**src/erfr_pkg.sv**
```systemverilog
`timescale 1ns / 1ps
package erfr_pkg;

  localparam int ANGLE_BITS = 16;
  localparam int CORDIC_MAX = 24;
  localparam int ITERS = (ANGLE_BITS > CORDIC_MAX) ? CORDIC_MAX : ANGLE_BITS;
  localparam int CW = 34;
  localparam int ZW = 34;
  localparam logic signed [CW-1:0] GAIN_Q30 = 34'sd652032874;
  localparam logic signed [31:0] DEG16_Q20 = 32'sd961263669;
  localparam int SW = 58;

  typedef logic signed [CW-1:0] cval_t;
  typedef logic signed [ZW-1:0] zval_t;
  typedef logic signed [15:0] rate_t;

  typedef struct packed {
    rate_t bx;
    rate_t by;
    rate_t bz;
  } rates_t;

  typedef struct packed {
    cval_t x;
    cval_t y;
    zval_t z;
    logic  flip;
  } cordic_t;

  typedef struct packed {
    cval_t s;
    cval_t c;
  } trig_t;

  function automatic zval_t atan_entry(input int i);
    logic [31:0] t;
    unique case (i)
      0: t = 32'd536870912;
      1: t = 32'd316933406;
      2: t = 32'd167458907;
      3: t = 32'd85004756;
      4: t = 32'd42667331;
      5: t = 32'd21354465;
      6: t = 32'd10679838;
      7: t = 32'd5340245;
      8: t = 32'd2670163;
      9: t = 32'd1335087;
      10: t = 32'd667544;
      11: t = 32'd333772;
      12: t = 32'd166886;
      13: t = 32'd83443;
      14: t = 32'd41722;
      15: t = 32'd20861;
      16: t = 32'd10430;
      17: t = 32'd5215;
      18: t = 32'd2608;
      19: t = 32'd1304;
      20: t = 32'd652;
      21: t = 32'd326;
      22: t = 32'd163;
      23: t = 32'd81;
      default: t = 32'd0;
    endcase
    return zval_t'({2'b00, t});
  endfunction

  function automatic cval_t m30(input cval_t a, input cval_t b);
    logic signed [2*CW-1:0] p;
    p = a * b + (68'sd1 <<< 29);
    return cval_t'(p >>> 30);
  endfunction

endpackage

```
**src/erfr_cordic.sv**
```systemverilog
`timescale 1ns / 1ps
module erfr_cordic (
  input  logic            clk_i,
  input  logic            en_i,
  input  logic [15:0]     angle_i,
  output erfr_pkg::trig_t trig_o
);

  erfr_pkg::cordic_t st_q [erfr_pkg::ITERS+1];
  erfr_pkg::cordic_t st_d [erfr_pkg::ITERS+1];

  logic [31:0] a_w;
  logic [31:0] a_f;
  logic        flip_w;

  always_comb begin
    a_w = {angle_i, 16'd0} & ~((32'd1 << (32 - erfr_pkg::ANGLE_BITS)) - 32'd1);
    flip_w = a_w[31] ^ a_w[30];
    a_f = flip_w ? a_w + 32'h8000_0000 : a_w;
    st_d[0].x = erfr_pkg::GAIN_Q30;
    st_d[0].y = '0;
    st_d[0].z = erfr_pkg::zval_t'($signed(a_f));
    st_d[0].flip = flip_w;
  end

  for (genvar i = 0; i < erfr_pkg::ITERS; i++) begin : g_it
    always_comb begin
      st_d[i+1].flip = st_q[i].flip;
      if (!st_q[i].z[erfr_pkg::ZW-1]) begin
        st_d[i+1].x = st_q[i].x - (st_q[i].y >>> i);
        st_d[i+1].y = st_q[i].y + (st_q[i].x >>> i);
        st_d[i+1].z = st_q[i].z - erfr_pkg::atan_entry(i);
      end else begin
        st_d[i+1].x = st_q[i].x + (st_q[i].y >>> i);
        st_d[i+1].y = st_q[i].y - (st_q[i].x >>> i);
        st_d[i+1].z = st_q[i].z + erfr_pkg::atan_entry(i);
      end
    end
  end

  for (genvar i = 0; i <= erfr_pkg::ITERS; i++) begin : g_reg
    always_ff @(posedge clk_i) begin
      if (en_i) st_q[i] <= st_d[i];
    end
  end

  assign trig_o.c = st_q[erfr_pkg::ITERS].flip ? -st_q[erfr_pkg::ITERS].x
                                                : st_q[erfr_pkg::ITERS].x;
  assign trig_o.s = st_q[erfr_pkg::ITERS].flip ? -st_q[erfr_pkg::ITERS].y
                                                : st_q[erfr_pkg::ITERS].y;

endmodule

```
**config.mk**
```make
export PLATFORM = sky130hd
export DESIGN_NAME = erfr_cordic
export DESIGN_NICKNAME = d
export VERILOG_FILES = /design/src/erfr_pkg.sv /design/src/erfr_cordic.sv
export SDC_FILE = /design/constraint.sdc
export NUM_CORES = 2
export LEC_CHECK = 0
export BUFFER_PORTS_ARGS = -buffer_cell sky130_fd_sc_hd__buf_4
export CORE_MARGIN = 1.5
export CORE_UTILIZATION = 35
export DETAILED_ROUTE_END_ITERATION = 8
export GPL_TIMING_DRIVEN = 0
export SYNTH_ARGS = -nofsm -noshare
export SYNTH_HDL_FRONTEND = slang
export SYNTH_SLANG_ARGS = --single-unit
export TNS_END_PERCENT = 1
```
**constraint.sdc**
```tcl
create_clock -name clk_i -period 5 [get_ports clk_i]
set_input_delay 0.25 -clock clk_i [delete_from_list [all_inputs] [get_ports clk_i]]
set_output_delay 0.25 -clock clk_i [all_outputs]
set_load 0.01 [all_outputs]
```
After elaboration in Yosys (flattened, before gate mapping)

Memory sizes are Yosys's and may differ from the RTL's.
Index checks and enable logic that the tools add are counted.

Bits in registers: 0
Bits in latches: 0
RAM bits: 1751
ROM bits: 0
Input bits: 18
Output and inout bits: 68
Logic and storage cells: 121
Memories kept: 1

Add/subtract/negate cells: 98
Multiply operators: 0
Div/mod/pow operators: 0
$lt $le $gt $ge: 0
Equality and inequality tests: 0
Shifts and indexed selects: 0
Mux-type cells: 21
Bitwise gates (word level): 1
Reductions and logical operators: 0

Memory list:

| memory | words | bits a word | read ports | clocked after memory_dff | write ports | RTL line         | RTL |
|---|---|---|---|---|---|---|---|
| st_q   | 17    | 103         | 17         | 0                        | 17          | erfr_cordic.sv:9 | `erfr_pkg::cordic_t st_q [erfr_pkg::ITERS+1];` |

Operator list:

| operator                                       | count |
|---|---|
| 102-bit 2-to-1 mux                             | 16 |
| 34-bit by 19-bit adder with 34-bit output      | 2 |
| 34-bit by 20-bit adder with 34-bit output      | 2 |
| 34-bit by 21-bit adder with 34-bit output      | 2 |
| 34-bit by 22-bit adder with 34-bit output      | 2 |
| 34-bit by 23-bit adder with 34-bit output      | 2 |
| 34-bit by 24-bit adder with 34-bit output      | 2 |
| 34-bit by 25-bit adder with 34-bit output      | 2 |
| 34-bit by 26-bit adder with 34-bit output      | 2 |
| 34-bit by 27-bit adder with 34-bit output      | 2 |
| 34-bit by 28-bit adder with 34-bit output      | 2 |
| 34-bit by 29-bit adder with 34-bit output      | 2 |
| 34-bit by 30-bit adder with 34-bit output      | 2 |
| 34-bit by 31-bit adder with 34-bit output      | 2 |
| 34-bit by 32-bit adder with 34-bit output      | 2 |
| 34-bit by 33-bit adder with 34-bit output      | 2 |
| 34-bit 2-to-1 mux                              | 2 |
| 34-bit negation                                | 2 |
| 34-bit by 19-bit subtractor with 34-bit output | 2 |
| 34-bit by 20-bit subtractor with 34-bit output | 2 |
| 34-bit by 21-bit subtractor with 34-bit output | 2 |
| 34-bit by 22-bit subtractor with 34-bit output | 2 |
| 34-bit by 23-bit subtractor with 34-bit output | 2 |
| 34-bit by 24-bit subtractor with 34-bit output | 2 |
| 47 further kinds                               | 58 |

Logic depth before layout (Yosys ltp)

An unclocked memory read counts as a cell.

Word-level depth: 3
Gate-level depth with buffers: 22

Worst setup path after synthesis

No wires, ideal clock.

Path kind: flip-flop to flip-flop
Start point: memory st_q[1][34] in the netlist's numbering
End point: memory st_q[1][161] in the netlist's numbering (data pin)
Data arrival time: 4.408 ns
Data required time: 4.717 ns
Setup slack: 0.309 ns
Cell stages (with the launch flop): 17
Period minus slack after synthesis: 4.691 ns
Cell sequence: edfxtp_1 > clkbuf_1 > clkbuf_1 > inv_1 > o21ai_0 > xor2_1 > ha_1 > a21o_1 > a21o_1 > a21o_1 > a221o_1 > a31oi_1 > o21ai_0 > nor2b_1 > or4b_2 > a311oi_1 > nor3_1

RTL lines:

| element            | RTL line |
|---|---|
| start: declaration | erfr_cordic.sv:9 |

==> impl_metrics.tcl <==
set metrics [dict create \
    top_regs "st_q (1460)" \
    cts_tree "built" \
    drt_iter0_drc 5955 \
    port_buffers 85 \
    yosysSeqAreaShare 0.360 \
    tightest_slew_ps 1090 \
    fillCellCount 34100 \
    rsz0062_at_grt "true" \
    slowest_delay_ps 530 \
    hold_path.class "in2reg" \
    rows 216 \
    drc 0 \
    worstPathCellList "or3_4 > or3b_2 > nor3_4 > buf_4 > buf_4 > a31oi_1 > xnor2_1 > ha_1 > a21o_1 > a21o_1 > a21oi_1 > o22ai_1 > a311oi_2 > buf_4 > nor3_1 > or4_1 > a21oi_2 > nor3_1 > a211oi_2 > xnor2_1" \
    grt_start_max_net_pins 182 \
    fmax_mhz 200 \
    yosysUniqueCellTypes 84 \
    viasPerCell 5.29 \
    setup_viol 0 \
    grt.overflow.total 0 \
    path_class "reg2reg" \
    largest_reg_flops 1460 \
    die_width_um 593 \
    grt_pass1_vias 89200 \
    critical_path.top_delay_family "simple AND/OR/NAND/NOR gates" \
    dp_slack_ps -2010 \
    hold_viol_final 0 \
    regMostFlops "st_q" \
    worst_slack_ps 9.56 \
    path_max_fanout 4 \
    netlist_area_um2 122000 \
    async_flop_share 0 \
    min_period_over_period 0.998 \
    slew_headroom 0.272 \
    worstPathArrival_ps 5580 \
    num_vias 93600 \
    rrSetupSlack_ps 10 \
    ios 86 \
    status "complete, no violations" \
    wl_per_cell_um 17.1 \
    cts.htree.levels 4 \
    final_util 0.397 \
    cts-root-buf "clkbuf_16" \
    fp.coreArea_um2 346000 \
    first_pass_iters 6 \
    path_clk_slew_ps 60 \
    layout-drive-gt1-share 0.0718 \
    grt_pass1_wl_mm 479 \
    worst_path_most_repeated_cell "buf_4" \
    numCtsBuffers 182 \
    min_period_ps 4990 \
    worstSkewPairLatency_ps 870 \
    max_cap_viol_count 0 \
    cp_num_buf_inv 3 \
    gp_congestion 0.911 \
    synth_ff_type "edfxtp_1" \
    ff2ff_path_depth 20 \
    crit_end "st_q[2][376]$_DFFE_PP_" \
    syn_inst 12600 \
    r2r_end "st_q[2][376]$_DFFE_PP_" \
    ys_warn_count 0 \
    initial_core_util 0.352 \
    antenna_found_initial 2 \
    area_growth_pct 12.7 \
    path_depth 20 \
    clock_sinks 1460 \
    setup.worst_path.start_class "register" \
    cp-end-kind "register" \
    ant_nets 0 \
    fp.dieH_um 593 \
    synth_enable_flop_cells 1460 \
    finalMaxSlewViolations 0 \
    instances_no_fill 17700 \
    dieArea_um2 352000 \
    crit_required_ps 5590 \
    post-dp-hpwl_mm 237 \
    place_inst 17300 \
    ys_seq_elements 1460 \
    clockBufferDepth 4 \
    timing.rr.start "st_q[2][290]$_DFFE_PP_" \
    crit_start "st_q[2][290]$_DFFE_PP_" \
    finalSetupTns_ps 0 \
    wl_mm 304 \
    syn_area_per_cell_um2 9.67 \
    fin_nets 14400 \
    grt_usage 0.167 \
    critPathSlowestCell "or3b_2" \
    synth_nets 14000 \
    finClkSkew_ps 67.0 \
]
cell usage after synthesis, types with 52 or more instances:
cell type	instances	area share
a211oi_1	125	0.0077
a21o_1	650	0.040
a21oi_1	1379	0.057
a31oi_1	134	0.0069
and2_1	69	0.0035
and3_1	118	0.0061
clkbuf_1	141	0.0043
edfxtp_1	1460	0.36
ha_1	1377	0.14
inv_1	542	0.017
mux2_2	55	0.0051
mux2i_1	68	0.0056
nand2_1	602	0.019
nand2b_1	196	0.010
nand3_1	195	0.0080
nand4_1	79	0.0041
nor2_1	1077	0.033
nor2b_1	164	0.0084
nor3_1	319	0.013
nor4_1	82	0.0042
o21a_1	201	0.012
o21ai_0	580	0.024
o21bai_1	169	0.010
o31ai_1	64	0.0039
or2_2	52	0.0027
or3_1	83	0.0043
xnor2_1	1229	0.088
xor2_1	646	0.046
metrics by stage:
| stage | hold slack [ps] | instance area (µm²) |
|---|---|---|
| floorplan | 349 | 122000 |
| global placement | 402 | 128000 |
| detailed placement | 405 | 129000 |
| CTS | 2.76 | 136000 |
| global route | 34.9 | 137000 |
| finish | 85.0 | 137000 |
how the worst min path moves through the flow:
stage,start,end,slack (ps),depth (start not counted)
finish,angle_i[1],st_q[0][18]$_DFFE_PP_,80,2
detailed placement,st_q[0][18]$_DFFE_PP_,st_q[0][121]$_DFFE_PP_,400,0
global placement,st_q[0][25]$_DFFE_PP_,st_q[0][128]$_DFFE_PP_,400,0
floorplan,angle_i[0],st_q[0][17]$_DFFE_PP_,350,0
CTS,angle_i[1],st_q[0][18]$_DFFE_PP_,3,2
global route,angle_i[1],st_q[0][18]$_DFFE_PP_,30,2
final cells by class:
type                    count  area (µm²)  area share
clock buffers             222        4730      0.0344
diodes                      3        7.51   0.0000546
inverters                 544        2080      0.0152
multi-input cells       10400       77200       0.562
well taps                4578        5730      0.0417
clock inverters           100        1160     0.00848
repair inverters            7        35.0    0.000255
flip-flops and latches   1460       43800       0.319
repair buffers            199        1770      0.0129
plain buffers             178         837     0.00609
cells by family after synthesis:
kind of cell | synth area share
AOI/OAI and AO/OA | 0.197
DFF | 0.360
xor gates and xnor gates | 0.135
and+or+nand+nor | 0.127
adders and majority gates | 0.148
muxes | 0.0107
buffers and inverters | 0.0224
layout by cell type, fill, tap and decap left out, drive strengths merged, types with 118 or more instances in the layout:
cell type | netlist | routed
a211oi | 125 | 125
a21o | 650 | 650
a21oi | 1379 | 1379
a31oi | 134 | 134
and3 | 118 | 118
buf | 39 | 220
clkbuf | 141 | 363
edfxtp | 1460 | 1460
ha | 1377 | 1377
inv | 543 | 539
nand2 | 602 | 602
nand2b | 196 | 196
nand3 | 195 | 195
nor2 | 1077 | 1077
nor2b | 164 | 164
nor3 | 319 | 319
o21a | 201 | 201
o21ai | 582 | 582
o21bai | 169 | 169
xnor2 | 1229 | 1229
xor2 | 646 | 646
routing by layer:
metal | vias to the layer above | part of all wire | routed length [µm] | GRT usage
met5 | - | 0 | 0 | 0
met4 | 0 | 0.032 | 9720 | 0.0522
met3 | 495 | 0.036 | 11000 | 0.0174
met2 | 1665 | 0.49 | 149000 | 0.301
met1 | 43800 | 0.44 | 134000 | 0.207
li1 | 47600 | - | - | -
worst reg2reg max path: stages (launching register included):
cell      delay [ps]
edfxtp_1         450
or3_4            450
or3b_2           530
nor3_4           260
buf_4            160
buf_4            100
a31oi_1           80
xnor2_1          210
ha_1             290
a21o_1           180
a21o_1           170
a21oi_1          180
o22ai_1          140
a311oi_2         270
buf_4            170
nor3_1            60
or4_1            440
a21oi_2          210
nor3_1            80
a211oi_2         220
xnor2_1           90
what timing repair did:
| item | 4_1_cts | 5_1_grt |
|---|---|---|
| cloned | 7 | 0 |
| gates resized for setup | 234 | 260 |
| pin swaps | 7 | 35 |
| hold buffers | 16 | 0 |
| endpoints found under the hold margin | 17 | 0 |
| buffers inserted | 37 | 51 |
| endpoints found under the setup margin | 601 | 164 |
Power is left out: the tool's default activity adds up to more than one toggle a clock period on the data nets, which glitch-free logic cannot reach.
